`src/rtl/core/nmea_gga_pkg.sv`:
```
package nmea_gga_pkg;

	// longest line before it is flagged malformed
	localparam int MAX_LINE_LENGTH = 82;
	// decimal fraction digits kept in field values
	localparam int FRAC_DIGITS = 4;

	localparam int MAG_W = 39;
	localparam int VAL_W = 40;
	localparam int SUM_W = 44;
	localparam int WT_W  = 24;
	localparam int OUT_W = 72;

	localparam logic [SUM_W-1:0] MAG_LIMIT = 44'h07F_FFFF_FFFF;

	localparam logic [7:0] CH_DOLLAR = 8'h24;
	localparam logic [7:0] CH_G      = 8'h47;
	localparam logic [7:0] CH_P      = 8'h50;
	localparam logic [7:0] CH_STAR   = 8'h2A;
	localparam logic [7:0] CH_COMMA  = 8'h2C;
	localparam logic [7:0] CH_PLUS   = 8'h2B;
	localparam logic [7:0] CH_MINUS  = 8'h2D;
	localparam logic [7:0] CH_DOT    = 8'h2E;
	localparam logic [7:0] CH_ZERO   = 8'h30;
	localparam logic [7:0] CH_NINE   = 8'h39;
	localparam logic [7:0] CH_S      = 8'h53;
	localparam logic [7:0] CH_W      = 8'h57;

	localparam logic [3:0] FLD_TIME        = 4'd0;
	localparam logic [3:0] FLD_LAT         = 4'd1;
	localparam logic [3:0] FLD_LAT_HEMI    = 4'd2;
	localparam logic [3:0] FLD_LON         = 4'd3;
	localparam logic [3:0] FLD_LON_HEMI    = 4'd4;
	localparam logic [3:0] FLD_FIX         = 4'd5;
	localparam logic [3:0] FLD_SATS        = 4'd6;
	localparam logic [3:0] FLD_ALT_UNITS   = 4'd9;
	localparam logic [3:0] FLD_GEOID_UNITS = 4'd11;
	localparam logic [3:0] FLD_AGE         = 4'd12;
	localparam logic [3:0] FLD_STATION     = 4'd13;

	localparam logic KIND_FIELD   = 1'b0;
	localparam logic KIND_SUMMARY = 1'b1;

	typedef enum logic [2:0] {
		ST_OK           = 3'd0,
		ST_BAD_PREFIX   = 3'd1,
		ST_UNKNOWN_TYPE = 3'd2,
		ST_MALFORMED    = 3'd3,
		ST_UNSUPPORTED  = 3'd4
	} status_t;

	typedef enum logic [2:0] {
		SENT_UNKNOWN = 3'd0,
		SENT_GGA     = 3'd1,
		SENT_GLL     = 3'd2,
		SENT_GSA     = 3'd3,
		SENT_GSV     = 3'd4,
		SENT_RMC     = 3'd5
	} sent_type_t;

	function automatic logic [7:0] lead_char(input logic [1:0] p);
		case (p)
			2'd0: lead_char = CH_DOLLAR;
			2'd1: lead_char = CH_G;
			2'd2: lead_char = CH_P;
			default: lead_char = 8'h00;
		endcase
	endfunction

	// letter j of known sentence type i
	function automatic logic [7:0] type_char(input logic [2:0] i, input logic [1:0] j);
		logic [23:0] word;
		case (i)
			3'd0: word = "GGA";
			3'd1: word = "GLL";
			3'd2: word = "GSA";
			3'd3: word = "GSV";
			3'd4: word = "RMC";
			default: word = 24'h0;
		endcase
		case (j)
			2'd0: type_char = word[23:16];
			2'd1: type_char = word[15:8];
			2'd2: type_char = word[7:0];
			default: type_char = 8'h00;
		endcase
	endfunction

	function automatic logic [WT_W-1:0] pow10(input logic [2:0] k);
		case (k)
			3'd0: pow10 = 24'd1;
			3'd1: pow10 = 24'd10;
			3'd2: pow10 = 24'd100;
			3'd3: pow10 = 24'd1000;
			3'd4: pow10 = 24'd10000;
			3'd5: pow10 = 24'd100000;
			3'd6: pow10 = 24'd1000000;
			default: pow10 = 24'd0;
		endcase
	endfunction

	// digit times a power of ten, at most 9e6
	function automatic logic [WT_W-1:0] digit_weight(input logic [3:0] d,
			input logic [2:0] k);
		digit_weight = WT_W'(d) * pow10(k);
	endfunction

	// bit 4 set when c is a hex digit
	function automatic logic [4:0] hex_digit(input logic [7:0] c);
		if (c >= 8'h30 && c <= 8'h39) begin
			hex_digit = {1'b1, c[3:0]};
		end else if ((c >= 8'h41 && c <= 8'h46) || (c >= 8'h61 && c <= 8'h66)) begin
			hex_digit = {1'b1, c[3:0] + 4'd9};
		end else begin
			hex_digit = 5'd0;
		end
	endfunction

	function automatic logic whole_field(input logic [3:0] f);
		whole_field = (f == FLD_TIME) || (f == FLD_FIX) || (f == FLD_SATS) ||
			(f == FLD_AGE) || (f == FLD_STATION);
	endfunction

endpackage

```
`src/rtl/core/nmea_gga_sentence_parser.sv`:
```
// each result passes the input register, then the result register
// throughput: one character per cycle, no stall while the result side keeps up
// a character that closes no field gives no result; line end always gives a summary
// reset: arst_n clears parser state and both handshake stages at once, no clearing pass
// parser state returns to its reset value after every line end
module nmea_gga_sentence_parser
	import nmea_gga_pkg::*;
#(
	parameter int LINE_LIMIT = MAX_LINE_LENGTH,
	parameter int FRAC_KEEP  = FRAC_DIGITS
)
(
	input  logic             clk,
	input  logic             arst_n,
	input  logic             s_axis_tvalid,
	output logic             s_axis_tready,
	input  logic [7:0]       s_axis_tdata,  // [7:0] char_code
	input  logic             s_axis_tlast,  // line_end
	output logic             m_axis_tvalid,
	input  logic             m_axis_tready,
	// [3:0] field_index, [43:4] field_value, [46:44] status, [49:47] sentence_type,
	// [57:50] received_checksum, [65:58] calc_checksum, [66] checksum_match
	output logic [OUT_W-1:0] m_axis_tdata,
	output logic             m_axis_tuser   // kind
);

	// input stage
	logic       valid_s1;
	logic [7:0] char_s1;
	logic       last_s1;

	// result register
	logic             out_valid_q;
	logic [OUT_W-1:0] out_data_q;
	logic             out_kind_q;

	// parser state
	logic [6:0]       pos_q;
	logic [4:0]       tmf_q;
	sent_type_t       type_q;
	logic [3:0]       field_q;
	logic [MAG_W-1:0] mag_q;
	logic             neg_q;
	logic             nonempty_q;
	logic             stop_q;
	logic [2:0]       code_q;
	logic [VAL_W-1:0] held_q;
	logic [7:0]       first_q;
	logic [7:0]       xor_q;
	logic [7:0]       hex_q;
	logic             star_q;
	logic             hex_done_q;
	status_t          err_q;

	logic       adv;
	logic       commit;

	logic [6:0]       n_pos;
	logic [4:0]       n_tmf;
	sent_type_t       n_type;
	logic [3:0]       n_field;
	logic [MAG_W-1:0] n_mag;
	logic             n_neg;
	logic             n_nonempty;
	logic             n_stop;
	logic [2:0]       n_code;
	logic [VAL_W-1:0] n_held;
	logic [7:0]       n_first;
	logic [7:0]       n_xor;
	logic [7:0]       n_hex;
	logic             n_star;
	logic             n_hex_done;
	status_t          n_err;

	logic             due;
	logic [3:0]       res_idx;
	logic [VAL_W-1:0] res_val;
	status_t          sum_status;
	logic [7:0]       sum_made;

	assign adv           = !out_valid_q || m_axis_tready;
	assign commit        = adv && valid_s1;
	assign s_axis_tready = !valid_s1 || adv;
	assign m_axis_tvalid = out_valid_q;
	assign m_axis_tdata  = out_data_q;
	assign m_axis_tuser  = out_kind_q;

	always_comb begin
		logic [7:0]       c;
		logic [1:0]       tsel;
		logic [2:0]       pick;
		logic [4:0]       hx;
		logic             is_digit;
		logic             skip;
		logic [2:0]       wexp;
		logic [SUM_W-1:0] base;
		logic [SUM_W-1:0] sum;
		logic [MAG_W-1:0] sat;
		logic [VAL_W-1:0] val_s;
		logic [7:0]       hemi;

		c          = char_s1;
		n_pos      = pos_q;
		n_tmf      = tmf_q;
		n_type     = type_q;
		n_field    = field_q;
		n_mag      = mag_q;
		n_neg      = neg_q;
		n_nonempty = nonempty_q;
		n_stop     = stop_q;
		n_code     = code_q;
		n_held     = held_q;
		n_first    = first_q;
		n_xor      = xor_q;
		n_hex      = hex_q;
		n_star     = star_q;
		n_hex_done = hex_done_q;
		n_err      = err_q;
		due        = 1'b0;
		res_idx    = 4'd0;
		res_val    = '0;
		pick       = 3'd0;
		tsel       = 2'(pos_q - 7'd3);

		// line length limit, prefix and type letters
		if (pos_q >= 7'(LINE_LIMIT) && n_err == ST_OK) begin
			n_err = ST_MALFORMED;
		end
		if (pos_q < 7'd3 && c != lead_char(pos_q[1:0]) && n_err == ST_OK) begin
			n_err = ST_BAD_PREFIX;
		end
		if (pos_q >= 7'd3 && pos_q <= 7'd5) begin
			for (int i = 0; i < 5; i++) begin
				if (type_char(3'(i), tsel) != c) begin
					n_tmf[i] = 1'b0;
				end
			end
			for (int i = 4; i >= 0; i--) begin
				if (n_tmf[i]) begin
					pick = 3'(i);
				end
			end
			if (pos_q == 7'd5 && n_err == ST_OK) begin
				if (n_tmf == 5'd0) begin
					n_err = ST_UNKNOWN_TYPE;
				end else begin
					n_type = sent_type_t'(pick + 3'd1);
					if (n_type != SENT_GGA) begin
						n_err = ST_UNSUPPORTED;
					end
				end
			end
		end

		// checksum
		hx = hex_digit(c);
		if (!star_q) begin
			if (c == CH_STAR) begin
				n_star = 1'b1;
			end else if (pos_q != 7'd0) begin
				n_xor = xor_q ^ c;
			end
		end else if (!hex_done_q) begin
			if (hx[4]) begin
				n_hex = {hex_q[3:0], hx[3:0]};
			end else begin
				n_hex_done = 1'b1;
			end
		end

		// number datapath: integer digits scale by ten, fraction digits add a smaller weight
		is_digit = c >= CH_ZERO && c <= CH_NINE;
		wexp     = (code_q == 3'd0) ? 3'(FRAC_KEEP) : 3'(3'(FRAC_KEEP) - code_q);
		base     = (code_q == 3'd0) ? ({5'd0, mag_q} << 3) + ({5'd0, mag_q} << 1)
			: {5'd0, mag_q};
		sum      = base + SUM_W'(digit_weight(c[3:0], wexp));
		sat      = (sum > MAG_LIMIT) ? MAG_LIMIT[MAG_W-1:0] : sum[MAG_W-1:0];
		val_s    = neg_q ? (~{1'b0, mag_q} + 40'd1) : {1'b0, mag_q};
		hemi     = (field_q == FLD_LAT_HEMI) ? CH_S : CH_W;
		skip     = !nonempty_q && (c == CH_MINUS || c == CH_PLUS);

		if (n_type == SENT_GGA && n_err == ST_OK) begin
			if (pos_q == 7'd6) begin
				if (n_star) begin
					n_err = ST_MALFORMED;
				end
			end else if (pos_q >= 7'd7) begin
				if (star_q) begin
					if (c == CH_COMMA) begin
						n_err = ST_MALFORMED;
					end
				end else if (c == CH_COMMA && field_q >= FLD_STATION) begin
					n_err = ST_MALFORMED;
				end else if (c == CH_STAR && field_q != FLD_STATION) begin
					n_err = ST_MALFORMED;
				end else if (c == CH_COMMA || c == CH_STAR) begin
					// field closes
					case (field_q)
						FLD_LAT, FLD_LON: begin
							n_held = val_s;
						end
						FLD_LAT_HEMI, FLD_LON_HEMI: begin
							due     = 1'b1;
							res_idx = field_q - 4'd1;
							res_val = (first_q == hemi) ? (~held_q + 40'd1) : held_q;
						end
						FLD_ALT_UNITS, FLD_GEOID_UNITS: begin
							due     = 1'b1;
							res_idx = field_q;
							res_val = {32'd0, first_q};
						end
						default: begin
							due     = 1'b1;
							res_idx = field_q;
							res_val = val_s;
						end
					endcase
					if (c == CH_COMMA) begin
						n_field    = field_q + 4'd1;
						n_mag      = '0;
						n_neg      = 1'b0;
						n_nonempty = 1'b0;
						n_stop     = 1'b0;
						n_code     = 3'd0;
						n_first    = 8'd0;
					end
				end else begin
					if (!nonempty_q) begin
						n_nonempty = 1'b1;
						n_first    = c;
						if (c == CH_MINUS) begin
							n_neg = 1'b1;
						end
					end
					if (!skip && !stop_q) begin
						if (is_digit) begin
							if (code_q == 3'd0) begin
								n_mag = sat;
							end else if (code_q <= 3'(FRAC_KEEP)) begin
								n_mag  = sat;
								n_code = code_q + 3'd1;
							end
						end else if (c == CH_DOT && code_q == 3'd0 && !whole_field(field_q)) begin
							n_code = 3'd1;
						end else begin
							n_stop = 1'b1;
						end
					end
				end
			end
		end

		if (pos_q != 7'd127) begin
			n_pos = pos_q + 7'd1;
		end

		// summary checks for short lines and a missing star
		sum_status = n_err;
		if (n_err == ST_OK) begin
			if (n_pos < 7'd3) begin
				sum_status = ST_BAD_PREFIX;
			end else if (n_pos < 7'd6) begin
				sum_status = ST_UNKNOWN_TYPE;
			end else if (n_type == SENT_GGA && !n_star) begin
				sum_status = ST_MALFORMED;
			end
		end
		sum_made = n_star ? n_xor : 8'd0;
	end

	always_ff @(posedge clk or negedge arst_n) begin
		if (!arst_n) begin
			valid_s1    <= 1'b0;
			out_valid_q <= 1'b0;
			pos_q       <= 7'd0;
			tmf_q       <= 5'h1F;
			type_q      <= SENT_UNKNOWN;
			field_q     <= 4'd0;
			mag_q       <= '0;
			neg_q       <= 1'b0;
			nonempty_q  <= 1'b0;
			stop_q      <= 1'b0;
			code_q      <= 3'd0;
			held_q      <= '0;
			first_q     <= 8'd0;
			xor_q       <= 8'd0;
			hex_q       <= 8'd0;
			star_q      <= 1'b0;
			hex_done_q  <= 1'b0;
			err_q       <= ST_OK;
		end else begin
			if (s_axis_tready) begin
				valid_s1 <= s_axis_tvalid;
			end
			if (adv) begin
				out_valid_q <= valid_s1 && (last_s1 || due);
			end
			if (commit && last_s1) begin
				pos_q      <= 7'd0;
				tmf_q      <= 5'h1F;
				type_q     <= SENT_UNKNOWN;
				field_q    <= 4'd0;
				mag_q      <= '0;
				neg_q      <= 1'b0;
				nonempty_q <= 1'b0;
				stop_q     <= 1'b0;
				code_q     <= 3'd0;
				held_q     <= '0;
				first_q    <= 8'd0;
				xor_q      <= 8'd0;
				hex_q      <= 8'd0;
				star_q     <= 1'b0;
				hex_done_q <= 1'b0;
				err_q      <= ST_OK;
			end else if (commit) begin
				pos_q      <= n_pos;
				tmf_q      <= n_tmf;
				type_q     <= n_type;
				field_q    <= n_field;
				mag_q      <= n_mag;
				neg_q      <= n_neg;
				nonempty_q <= n_nonempty;
				stop_q     <= n_stop;
				code_q     <= n_code;
				held_q     <= n_held;
				first_q    <= n_first;
				xor_q      <= n_xor;
				hex_q      <= n_hex;
				star_q     <= n_star;
				hex_done_q <= n_hex_done;
				err_q      <= n_err;
			end
		end
	end

	// payload registers
	always_ff @(posedge clk) begin
		if (s_axis_tready && s_axis_tvalid) begin
			char_s1 <= s_axis_tdata;
			last_s1 <= s_axis_tlast;
		end
		if (commit) begin
			if (last_s1) begin
				out_kind_q <= KIND_SUMMARY;
				out_data_q <= {5'd0, n_hex == sum_made, sum_made, n_hex, n_type,
					sum_status, 40'd0, 4'd0};
			end else begin
				out_kind_q <= KIND_FIELD;
				out_data_q <= {5'd0, 1'b0, 8'd0, 8'd0, SENT_GGA, ST_OK, res_val, res_idx};
			end
		end
	end

	// field results only come from a clean GGA line
	a_field_clean: assert property (@(posedge clk) disable iff (!arst_n)
		out_valid_q && out_kind_q == KIND_FIELD |->
			out_data_q[46:44] == ST_OK && out_data_q[49:47] == SENT_GGA)
		else $error("field result outside a clean GGA line");

	a_field_index: assert property (@(posedge clk) disable iff (!arst_n)
		out_valid_q && out_kind_q == KIND_FIELD |->
			out_data_q[3:0] != FLD_LAT_HEMI && out_data_q[3:0] != FLD_LON_HEMI &&
			out_data_q[3:0] <= FLD_STATION)
		else $error("field result with a held or out of range index");

	a_match_flag: assert property (@(posedge clk) disable iff (!arst_n)
		out_valid_q && out_kind_q == KIND_SUMMARY |->
			out_data_q[66] == (out_data_q[57:50] == out_data_q[65:58]))
		else $error("checksum match flag disagrees with checksums");

	a_line_reset: assert property (@(posedge clk) disable iff (!arst_n)
		commit && last_s1 |=> pos_q == 7'd0 && field_q == 4'd0 && !star_q &&
			err_q == ST_OK)
		else $error("parser state not cleared after line end");

endmodule

```
`config.mk`:
```
export PLATFORM = sky130hd
export DESIGN_NAME = nmea_gga_sentence_parser
export DESIGN_NICKNAME = d
export VERILOG_FILES = /design/src/rtl/core/nmea_gga_pkg.sv /design/src/rtl/core/nmea_gga_sentence_parser.sv
export SDC_FILE = /design/constraint.sdc
export NUM_CORES = 1
export LEC_CHECK = 0
export ABC_AREA = 1
export ABC_CLOCK_PERIOD_IN_PS = 8000
export BUFFER_PORTS_ARGS = -buffer_cell sky130_fd_sc_hd__buf_2
export CELL_PAD_IN_SITES_DETAIL_PLACEMENT = 0
export CELL_PAD_IN_SITES_GLOBAL_PLACEMENT = 1
export CORE_MARGIN = 1
export CORE_UTILIZATION = 42
export CTS_BUF_LIST = sky130_fd_sc_hd__clkbuf_8
export DETAILED_ROUTE_END_ITERATION = 16
export PLACE_DENSITY = 0.82
export SLEW_MARGIN = 20
export SYNTH_ARGS = -nofsm -noshare
export SYNTH_HDL_FRONTEND = slang
export SYNTH_SLANG_ARGS = --single-unit
export TNS_END_PERCENT = 30
```
`constraint.sdc`:
```
create_clock -name clk -period 8 [get_ports clk]
set_input_delay 2.4 -clock clk [delete_from_list [all_inputs] [get_ports clk]]
set_output_delay 2.4 -clock clk [all_outputs]
set_load 0.005 [all_outputs]
```
==> results of run 1 <==
==> worst max-delay path by stage <==
stage / depth (start not counted) / slack, ps / end / start
after CTS: 48 / 70 / mag_q[20] / code_q[1]
final: 50 / 470 / mag_q[20] / code_q[0]
after floorplan: 50 / 550 / mag_q[28] / code_q[1]
after global routing: 50 / -120 / mag_q[21] / code_q[0]
after global placement: 45 / 70 / mag_q[10] / code_q[1]
after detailed placement: 45 / -300 / mag_q[20] / code_q[1]
==> flip-flops by register name (all words and copies together), names as in the netlist <==
name / count
first_q: 8
m_axis_tdata: 67
last_s1: 1
char_s1: 8
m_axis_tuser: 1
code_q: 3
held_q: 40
xor_q: 8
mag_q: 39
type_q: 3
tmf_q: 5
hex_done_q: 1
m_axis_tvalid: 1
field_q: 4
stop_q: 1
pos_q: 7
valid_s1: 1
nonempty_q: 1
err_q: 3
hex_q: 8
neg_q: 1
star_q: 1
==> repair_timing <==
item / CTS / global route
pin swaps: 0 / 8
cloned: 0 / 6
endpoints found under the setup margin: 39 / 39
buffers inserted: 0 / 9
resized for setup: 5 / 35
==> layer usage <==
layer	wire [um]	GRT usage, %	up-vias	part of all wire, %
met2	26610	38.42	601	43
met3	3738	3.320	108	6.0
li1	-	-	9935	-
met4	1515	7.128	0	2.4
met5	0	0	-	0
met1	30670	37.57	9178	49
==> worst reg2reg max path: cells and delay by family, from the launching register on <==
family	cells	cell delay [ps]
buffers and inverters	10	920
adder cells (fa/ha/maj)	6	2090
AO/OA/AOI/OAI	13	1740
XOR/XNOR	1	220
AND/OR/NAND/NOR	20	2060
flip-flops	1	380
==> per-stage QoR <==
stage,cell area (um2),hold slack [ps],utilization [%],cells
after floorplan,20190,447.9,-,3063
after global placement,21160,465.9,45.06,3693
after detailed placement,21160,479.0,45.06,3693
after CTS,21880,493.6,46.59,3759
after global routing,22160,516.9,47.21,3774
final,22170,488.8,47.21,3775
==> power by group through the flow <==
stage,sequential [mW],clock [mW],combinational (mW)
after floorplan,1.46,0,1.21
after global placement,1.52,0,1.60
after detailed placement,1.52,0,1.62
after CTS,1.50,1.00,1.63
after global routing,1.54,1.04,1.87
final,1.51,0.970,1.64
==> logic make-up (layout without fill, tap and decap cells) <==
group | after synthesis | in the layout | share of synthesized area, %
DFF | 212 | 212 | 28.23
buffers and inverters | 550 | 654 | 10.75
AOI/OAI and AO/OA | 427 | 427 | 11.54
and+or+nand+nor | 1569 | 1569 | 32.36
adders and majority gates | 155 | 155 | 10.76
xor gates and xnor gates | 144 | 144 | 6.287
muxes | 1 | 1 | 0.05580
other | 1 | 6 | 0.01858
==> layout by cell type (no fill, tap or decap), types with 12 or more instances in the layout <==
cell	n
inv_1	451
o21ai_0	160
ha_1	122
nor3_1	46
nand2_1	874
fa_1	31
xnor2_1	44
nand3_1	206
or2_2	13
dfrtp_1	128
edfxtp_1	77
nor4_1	13
inv_2	16
clkinv_1	12
o22ai_1	20
nand4_1	31
clkbuf_8	38
a31oi_1	14
buf_4	31
a21oi_1	157
buf_2	81
nor2_2	15
xor2_1	99
nor2_1	338
o21ai_1	17
==> final cells by class <==
| cell class | instances | share of cell area [%] |
|---|---|---|
| Antenna cell | 1 | 0.01129 |
| Clock buffer | 38 | 2.359 |
| Timing Repair Buffer | 122 | 3.692 |
| Clock inverter | 28 | 0.8128 |
| Tap cell | 607 | 3.426 |
| Multi-Input combinational cell | 2301 | 56.08 |
| Inverter | 466 | 7.902 |
| Sequential cell | 212 | 25.71 |
==> flow_summary.ini, run 1 <==
[status]
status = completed

[setup_path]
crit_fanout = 6
crit_family = adder cells
cpMostUsedCell = nor2_1
r2r-start = code_q[0]
worst-endpoint-required_ps = 8430
path_class = reg -> reg
ff2ff_setup_slack_ps = 470
rr_worst_depth = 50
rr_endpoint = mag_q[20]
cp_slowest_cell = fa_1
critPathCaptureType = flip-flop
path_buf_inv = 10
startpoint_type = flip-flop
worst_path_largest_cell_delay_ps = 540
crit_arrival_ps = 7960

[route]
firstDrtPassIters = 6
drc_errors = 0
num_vias = 19820
wl_mm = 62.53
final_antenna_net_count = 0
wl_per_cell_um = 16.56
avgViaCountPerCell = 5.251
drtIter0Drc = 1485

[timing]
tns_ps = 0
maxSlewHeadroom_pct = 29.53
finalHoldViolCount = 0
tightest_slew_ps = 1057
fin_crit_sh_pct = 94.18
period_needed_ps = 7534
fin_ws_ps = 465.7
fmax_mhz = 132.7
finalSetupViolations = 0
fin_worst_skew_ps = 20.06
slew_viol_final = 0

[floorplanning]
design.core.area_um2 = 46950
pin_count = 88
die-area_um2 = 48930
fp.dieH_um = 221.2
dieWidth_um = 221.2
start_util_pct = 42.98
rows = 79

[placement]
portBuffers = 82
gp_congestion = 0.9390
pre_cts_ws_ps = -304.2
dp_hpwl_mm = 48.37

[run]
maxCapViolations = 0

[min_path]
worstHoldStart = hex_q[5]
hold_end = hex_q[5]
hp-class = reg -> reg
hold_depth = 2

[synthesis]
synthTopCellsByArea = nand2_1 (16%), dfrtp_1 (16%), edfxtp_1 (11%)
synth_area_um2 = 20180
yosys_warnings = 0
yosys.area.top_type = nand2_1
synth.distinct_cells = 58
async_flop_share_pct = 63.68
synth_top_area_share_pct = 16.26
syn_area_per_cell_um2 = 6.597
netlist_instances = 3059
yosys-top-cells-count = nand2_1 (874), inv_1 (447), nor2_1 (343)
ys_seq_area_share_pct = 28.23
synth_most_common_cell = nand2_1
synth-edff-count = 77
synth_flop_cell = dfrtp_1
yosys_register_bits = 212

[clocking]
clk_latency_ps = 550
cts-root-buf = clkbuf_8
cts_hold_buf = 0
cts.sinks = 212
clkTransAtPathRegs_ps = 60
cts_tree = yes
cts_made_buffers = 36
htree_levels = 2
cts_buffer_depth = 3

[global_route]
grt_max_degree = 100
grt_antenna_before_repair = 0
grt_pass1_wl_mm = 100.8
grt-ovfl-total = 0
track_usage_pct = 25.38
grt_pass1_vias = 18960

[power_and_ir_drop]
p_per_area_nw_per_um2 = 186.0
seqPwrFrac_pct = 36.6
switchingPower_mw = 1.734
ir_drop_uv = 98.08
p_comb_share_pct = 39.8
p_clk_share_pct = 23.5
p_sw_share_pct = 42.05
p_total_mw = 4.124
power_leakage_nw = 11.41
power.internal_mw = 2.390

[finish]
multiInputGateArea_um2 = 12430
layout-drive-gt1-share_pct = 8.557
num-nets-final = 3307
register_area_um2 = 5699
fillers = 4858
area_delta_synth_final_pct = 9.846
Note: power is estimated with default switching activity, not from simulation.
==> run 2: changes to the inputs <==
--- a/config.mk
+++ b/config.mk
@@ -15,6 +15,7 @@
 export CTS_BUF_LIST = sky130_fd_sc_hd__clkbuf_8
 export DETAILED_ROUTE_END_ITERATION = 16
 export PLACE_DENSITY = 0.82
+export REMOVE_ABC_BUFFERS = 1
 export SLEW_MARGIN = 20
 export SYNTH_ARGS = -nofsm -noshare
 export SYNTH_HDL_FRONTEND = slang
==> flow_summary.ini, run 2 (synthesis results as in run 1) <==
[route]
wl_mm = 63.15
wl_per_cell_um = 16.75
drc_errors = 0
firstDrtPassIters = 6
final_antenna_net_count = 0
num_vias = 19910
avgViaCountPerCell = 5.280
drtIter0Drc = 1581

[power_and_ir_drop]
seqPwrFrac_pct = 35.4
p_per_area_nw_per_um2 = 191.7
p_clk_share_pct = 25.5
p_sw_share_pct = 41.48
power_leakage_nw = 11.41
p_comb_share_pct = 39.1
power.internal_mw = 2.493
switchingPower_mw = 1.767
ir_drop_uv = 92.64

[clocking]
cts.sinks = 212
clkTransAtPathRegs_ps = 70
cts-root-buf = clkbuf_8
clk_latency_ps = 560
cts_tree = yes
cts_buffer_depth = 3
cts_made_buffers = 35
htree_levels = 2
cts_hold_buf = 0

[timing]
tns_ps = 0
finalSetupViolations = 0
finalHoldViolCount = 0
fin_worst_skew_ps = 22.43
period_needed_ps = 7486
fmax_mhz = 133.6
tightest_slew_ps = 1030
slew_viol_final = 0
fin_crit_sh_pct = 93.57
maxSlewHeadroom_pct = 31.35
hold_ws_ps = 487.0

[finish]
final_cell_mix = nand2_1 (870), inv_1 (451), nor2_1 (336)
layout-drive-gt1-share_pct = 8.694
largest_reg_flops = 67
num-nets-final = 3304
fillers = 4903
final_common_cell = nand2_1
area_delta_synth_final_pct = 10.16

[floorplanning]
start_util_pct = 42.98
fp.dieH_um = 221.2
design.core.area_um2 = 46950
pin_count = 88
die-area_um2 = 48930
rows = 79
dieWidth_um = 221.2

[setup_path]
path_class = reg -> reg
rr_endpoint = mag_q[37]
startpoint_type = flip-flop
crit_fanout = 9
crit_arrival_ps = 7930
rr_worst_depth = 47
cp_slowest_cell = fa_1
ff2ff_setup_slack_ps = 510
critPathCaptureType = flip-flop
worst-endpoint-required_ps = 8440
worst_path_largest_cell_delay_ps = 540
r2r-start = code_q[0]
cpMostUsedCell = inv_1

[min_path]
hold_depth = 2
hp-class = reg -> reg
hold_end = hex_q[5]
worstHoldStart = hex_q[5]

[global_route]
grt_max_degree = 88
grt_pass1_wl_mm = 101.7
grt-ovfl-total = 0
grt_pass1_vias = 18900
grt_antenna_before_repair = 1
track_usage_pct = 25.53

[placement]
dp_hpwl_mm = 48.57
portBuffers = 82
gp_congestion = 0.9565

[status]
status = completed

[run]
maxCapViolations = 0
[run 2: cell types whose count changed in the layout (fill, tap and decap cells not counted), moves of 3 or more]
cell	delta
nand2_2	+4
bufinv_16	+3
ha_4	+3
clkinv_1	-4
nand2_1	-4
[run 2: routing by layer]
layer | up-vias | global-route usage (%) | wire length (um)
met1 | 9325 | 38.44 | 31120
li1 | 9942 | - | -
met2 | 577 | 39.71 | 27590
met5 | - | 0 | 0
met3 | 68 | 1.978 | 3388
met4 | 0 | 5.369 | 1048
[run 2: worst max path at each step]
stage	start	cells past startpoint	to	slack [ps]
3_5_place_dp	code_q[1]	45	mag_q[28]	-130
6_report	code_q[0]	47	mag_q[37]	510
5_1_grt	code_q[2]	46	mag_q[38]	-3
4_1_cts	code_q[1]	50	mag_q[28]	30
2_1_floorplan	code_q[1]	47	mag_q[0]	-160
3_3_place_gp	code_q[1]	45	mag_q[10]	220
[run 2: layout make-up]
cell class / instances / area, um2 / area share, %
Antenna cell: 1 / 2.502 / 0.01126
Clock buffer: 38 / 523.0 / 2.353
Clock inverter: 26 / 256.5 / 1.154
Sequential cell: 212 / 5698 / 25.63
Inverter: 466 / 1752 / 7.880
Tap cell: 607 / 759.5 / 3.416
Multi-Input combinational cell: 2301 / 12470 / 56.12
Timing Repair Buffer: 120 / 764.5 / 3.439
[run 2: power by group through the flow]
stage	clock network [mW]	registers, mW	logic [mW]
2_1_floorplan	0	1.47	1.18
3_3_place_gp	0	1.52	1.60
3_5_place_dp	0	1.52	1.62
4_1_cts	1.11	1.50	1.63
5_1_grt	1.15	1.53	1.87
6_report	1.09	1.51	1.66
[run 2: worst max-delay path, delay by kind of cell, from the launching register on]
kind | cells | cell delay, ps
fa+ha+maj | 6 | 2130
simple gates | 18 | 1860
compound gates | 13 | 1730
buf+inv | 9 | 930
flops | 1 | 400
xor+xnor | 1 | 310
[run 2: stage by stage]
step | power, mW | cell area, um2 | utilization, % | setup slack [ps] | cells
after floorplan | 2.651 | 19780 | - | -164.7 | 2979
after global placement | 3.119 | 21160 | 45.06 | 222.1 | 3693
after detailed placement | 3.146 | 21160 | 45.06 | -133.9 | 3693
after CTS | 4.248 | 21950 | 46.75 | 33.55 | 3757
after global routing | 4.559 | 22230 | 47.35 | -3.203 | 3771
final | 4.260 | 22230 | 47.35 | 514.0 | 3771
[run 2: repair_timing]
item | 4_1_cts | 5_1_grt
gates cloned | 0 | 5
pin swaps | 0 | 9
setup buffers | 0 | 8
endpoints found under the hold margin | 0 | 0
endpoints found under the setup margin | 39 | 39
gates resized for setup | 6 | 40
==> run 3: changes to the inputs <==
==> constraint.sdc (replaced) <==
create_clock -name clk -period 8 [get_ports clk]
set_input_delay 0 -clock clk [delete_from_list [all_inputs] [get_ports clk]]
set_output_delay 0 -clock clk [all_outputs]
set_load 0.005 [all_outputs]
==> flow_summary.ini, run 3 (synthesis results as in run 1) <==
[floorplanning]
pin_count = 88
design.core.area_um2 = 46950
fp.dieH_um = 221.2
dieWidth_um = 221.2
die-area_um2 = 48930
start_util_pct = 42.98
rows = 79

[finish]
register_area_um2 = 5698
num-nets-final = 3316
area_delta_synth_final_pct = 10.31
final_cell_mix = nand2_1 (871), inv_1 (453), nor2_1 (337)
utilization_pct = 47.41
layout-drive-gt1-share_pct = 8.449
fillers = 4819
design_area_um2 = 22260
n_antenna_cell = 0
largest_reg_flops = 67
final_common_cell = nand2_1
multiInputGateArea_um2 = 12440

[route]
final_antenna_net_count = 0
drc_errors = 0
drtIter0Drc = 1623
avgViaCountPerCell = 5.265
wl_per_cell_um = 16.61
num_vias = 19900
wl_mm = 62.79
firstDrtPassIters = 6

[clocking]
cts.sinks = 212
cts_made_buffers = 34
cts_buffer_depth = 3
clk_latency_ps = 560
cts_tree = yes
cts-root-buf = clkbuf_8
htree_levels = 2
clkTransAtPathRegs_ps = 70

[timing]
fmax_mhz = 133.1
finalHoldViolCount = 0
fin_crit_sh_pct = 93.93
period_needed_ps = 7515
maxSlewHeadroom_pct = 29.99
tns_ps = 0
finalSetupViolations = 0
fin_worst_skew_ps = 24.69
slew_viol_final = 0
tightest_slew_ps = 1050

[setup_path]
startpoint_type = flip-flop
crit_fanout = 9
cpMostUsedCell = inv_1
rr_worst_depth = 50
crit_arrival_ps = 7950
cp_slowest_cell = fa_1
worst-endpoint-required_ps = 8440
worst_path_largest_cell_delay_ps = 540
critPathCaptureType = flip-flop
path_class = reg -> reg

[status]
status = completed

[min_path]
hp-class = in -> async

[global_route]
grt-ovfl-total = 0
grt_antenna_before_repair = 0
grt_pass1_wl_mm = 102.5
track_usage_pct = 25.64
met3_usage_pct = 2.244
grt_max_degree = 75
use_met1_pct = 38.24
grt.met2_usage_pct = 39.65
grt_busiest_layer = met2
grt_pass1_vias = 19190

[placement]
placedInstanceArea_um2 = 21150
portBuffers = 82
dp_hpwl_mm = 48.57
gp_congestion = 0.9534

[power_and_ir_drop]
ir_drop_uv = 94.95
power_leakage_nw = 11.44
p_total_mw = 4.160
p_per_area_nw_per_um2 = 186.9

[run]
maxCapViolations = 0
[run 3: timing repair]
| action | CTS | global route |
|---|---|---|
| setup buffers | 0 | 10 |
| setup endpoints to repair | 39 | 39 |
| gates cloned | 0 | 5 |
| hold buffers | 12 | 0 |
| pin swaps | 0 | 8 |
| resized for setup | 6 | 33 |
| hold endpoints to repair | 72 | 0 |
[run 3: path summary, 6_finish.rpt]
check                              from         to  slack, ps
max                           code_q[1]  mag_q[19]        490
min                              arst_n   pos_q[3]         50
max reg2reg                   code_q[1]  mag_q[19]        490
min reg2reg                    hex_q[5]   hex_q[5]        500
max in group asynchronous        arst_n  mag_q[25]       6500
min in group clk           s_axis_tlast    last_s1        170
[run 3: worst max-delay path, delay by kind of cell (launching register included)]
kind | cells | cell delay (ps)
AOI/OAI and AO/OA | 13 | 1790
xor gates and xnor gates | 1 | 240
adders and majority gates | 6 | 2120
buffers and inverters | 10 | 910
DFF | 1 | 400
and+or+nand+nor | 20 | 1940
[run 3: routing by layer]
metal / up-vias / part of all wire (%)
met2: 595 / 44
li1: 9969 / -
met4: 0 / 1.8
met1: 9256 / 49
met3: 77 / 5.2
met5: - / 0
[run 3: final cells by class]
type / count / share of cell area, %
Clock inverter: 21 / 0.7644
Multi-Input combinational cell: 2301 / 55.87
Tap cell: 607 / 3.412
Timing Repair Buffer: 133 / 4.081
Sequential cell: 212 / 25.60
Clock buffer: 39 / 2.411
Inverter: 466 / 7.869
[run 3: metrics by stage]
stage / hold WS, ps / cells / setup WS, ps
after global routing: 99.96 / 3779 / -114.1
after detailed placement: 60.18 / 3692 / -140.6
after CTS: 46.12 / 3764 / 14.88
after global placement: 58.60 / 3692 / 206.7
final: 48.22 / 3779 / 485.4
after floorplan: -295.6 / 2979 / -164.7
[run 3: report_power, final]
part / switching (mW) / internal, mW
clock: 0.459 / 0.544
combinational: 1.08 / 0.567
sequential: 0.188 / 1.32
total: 1.73 / 2.43
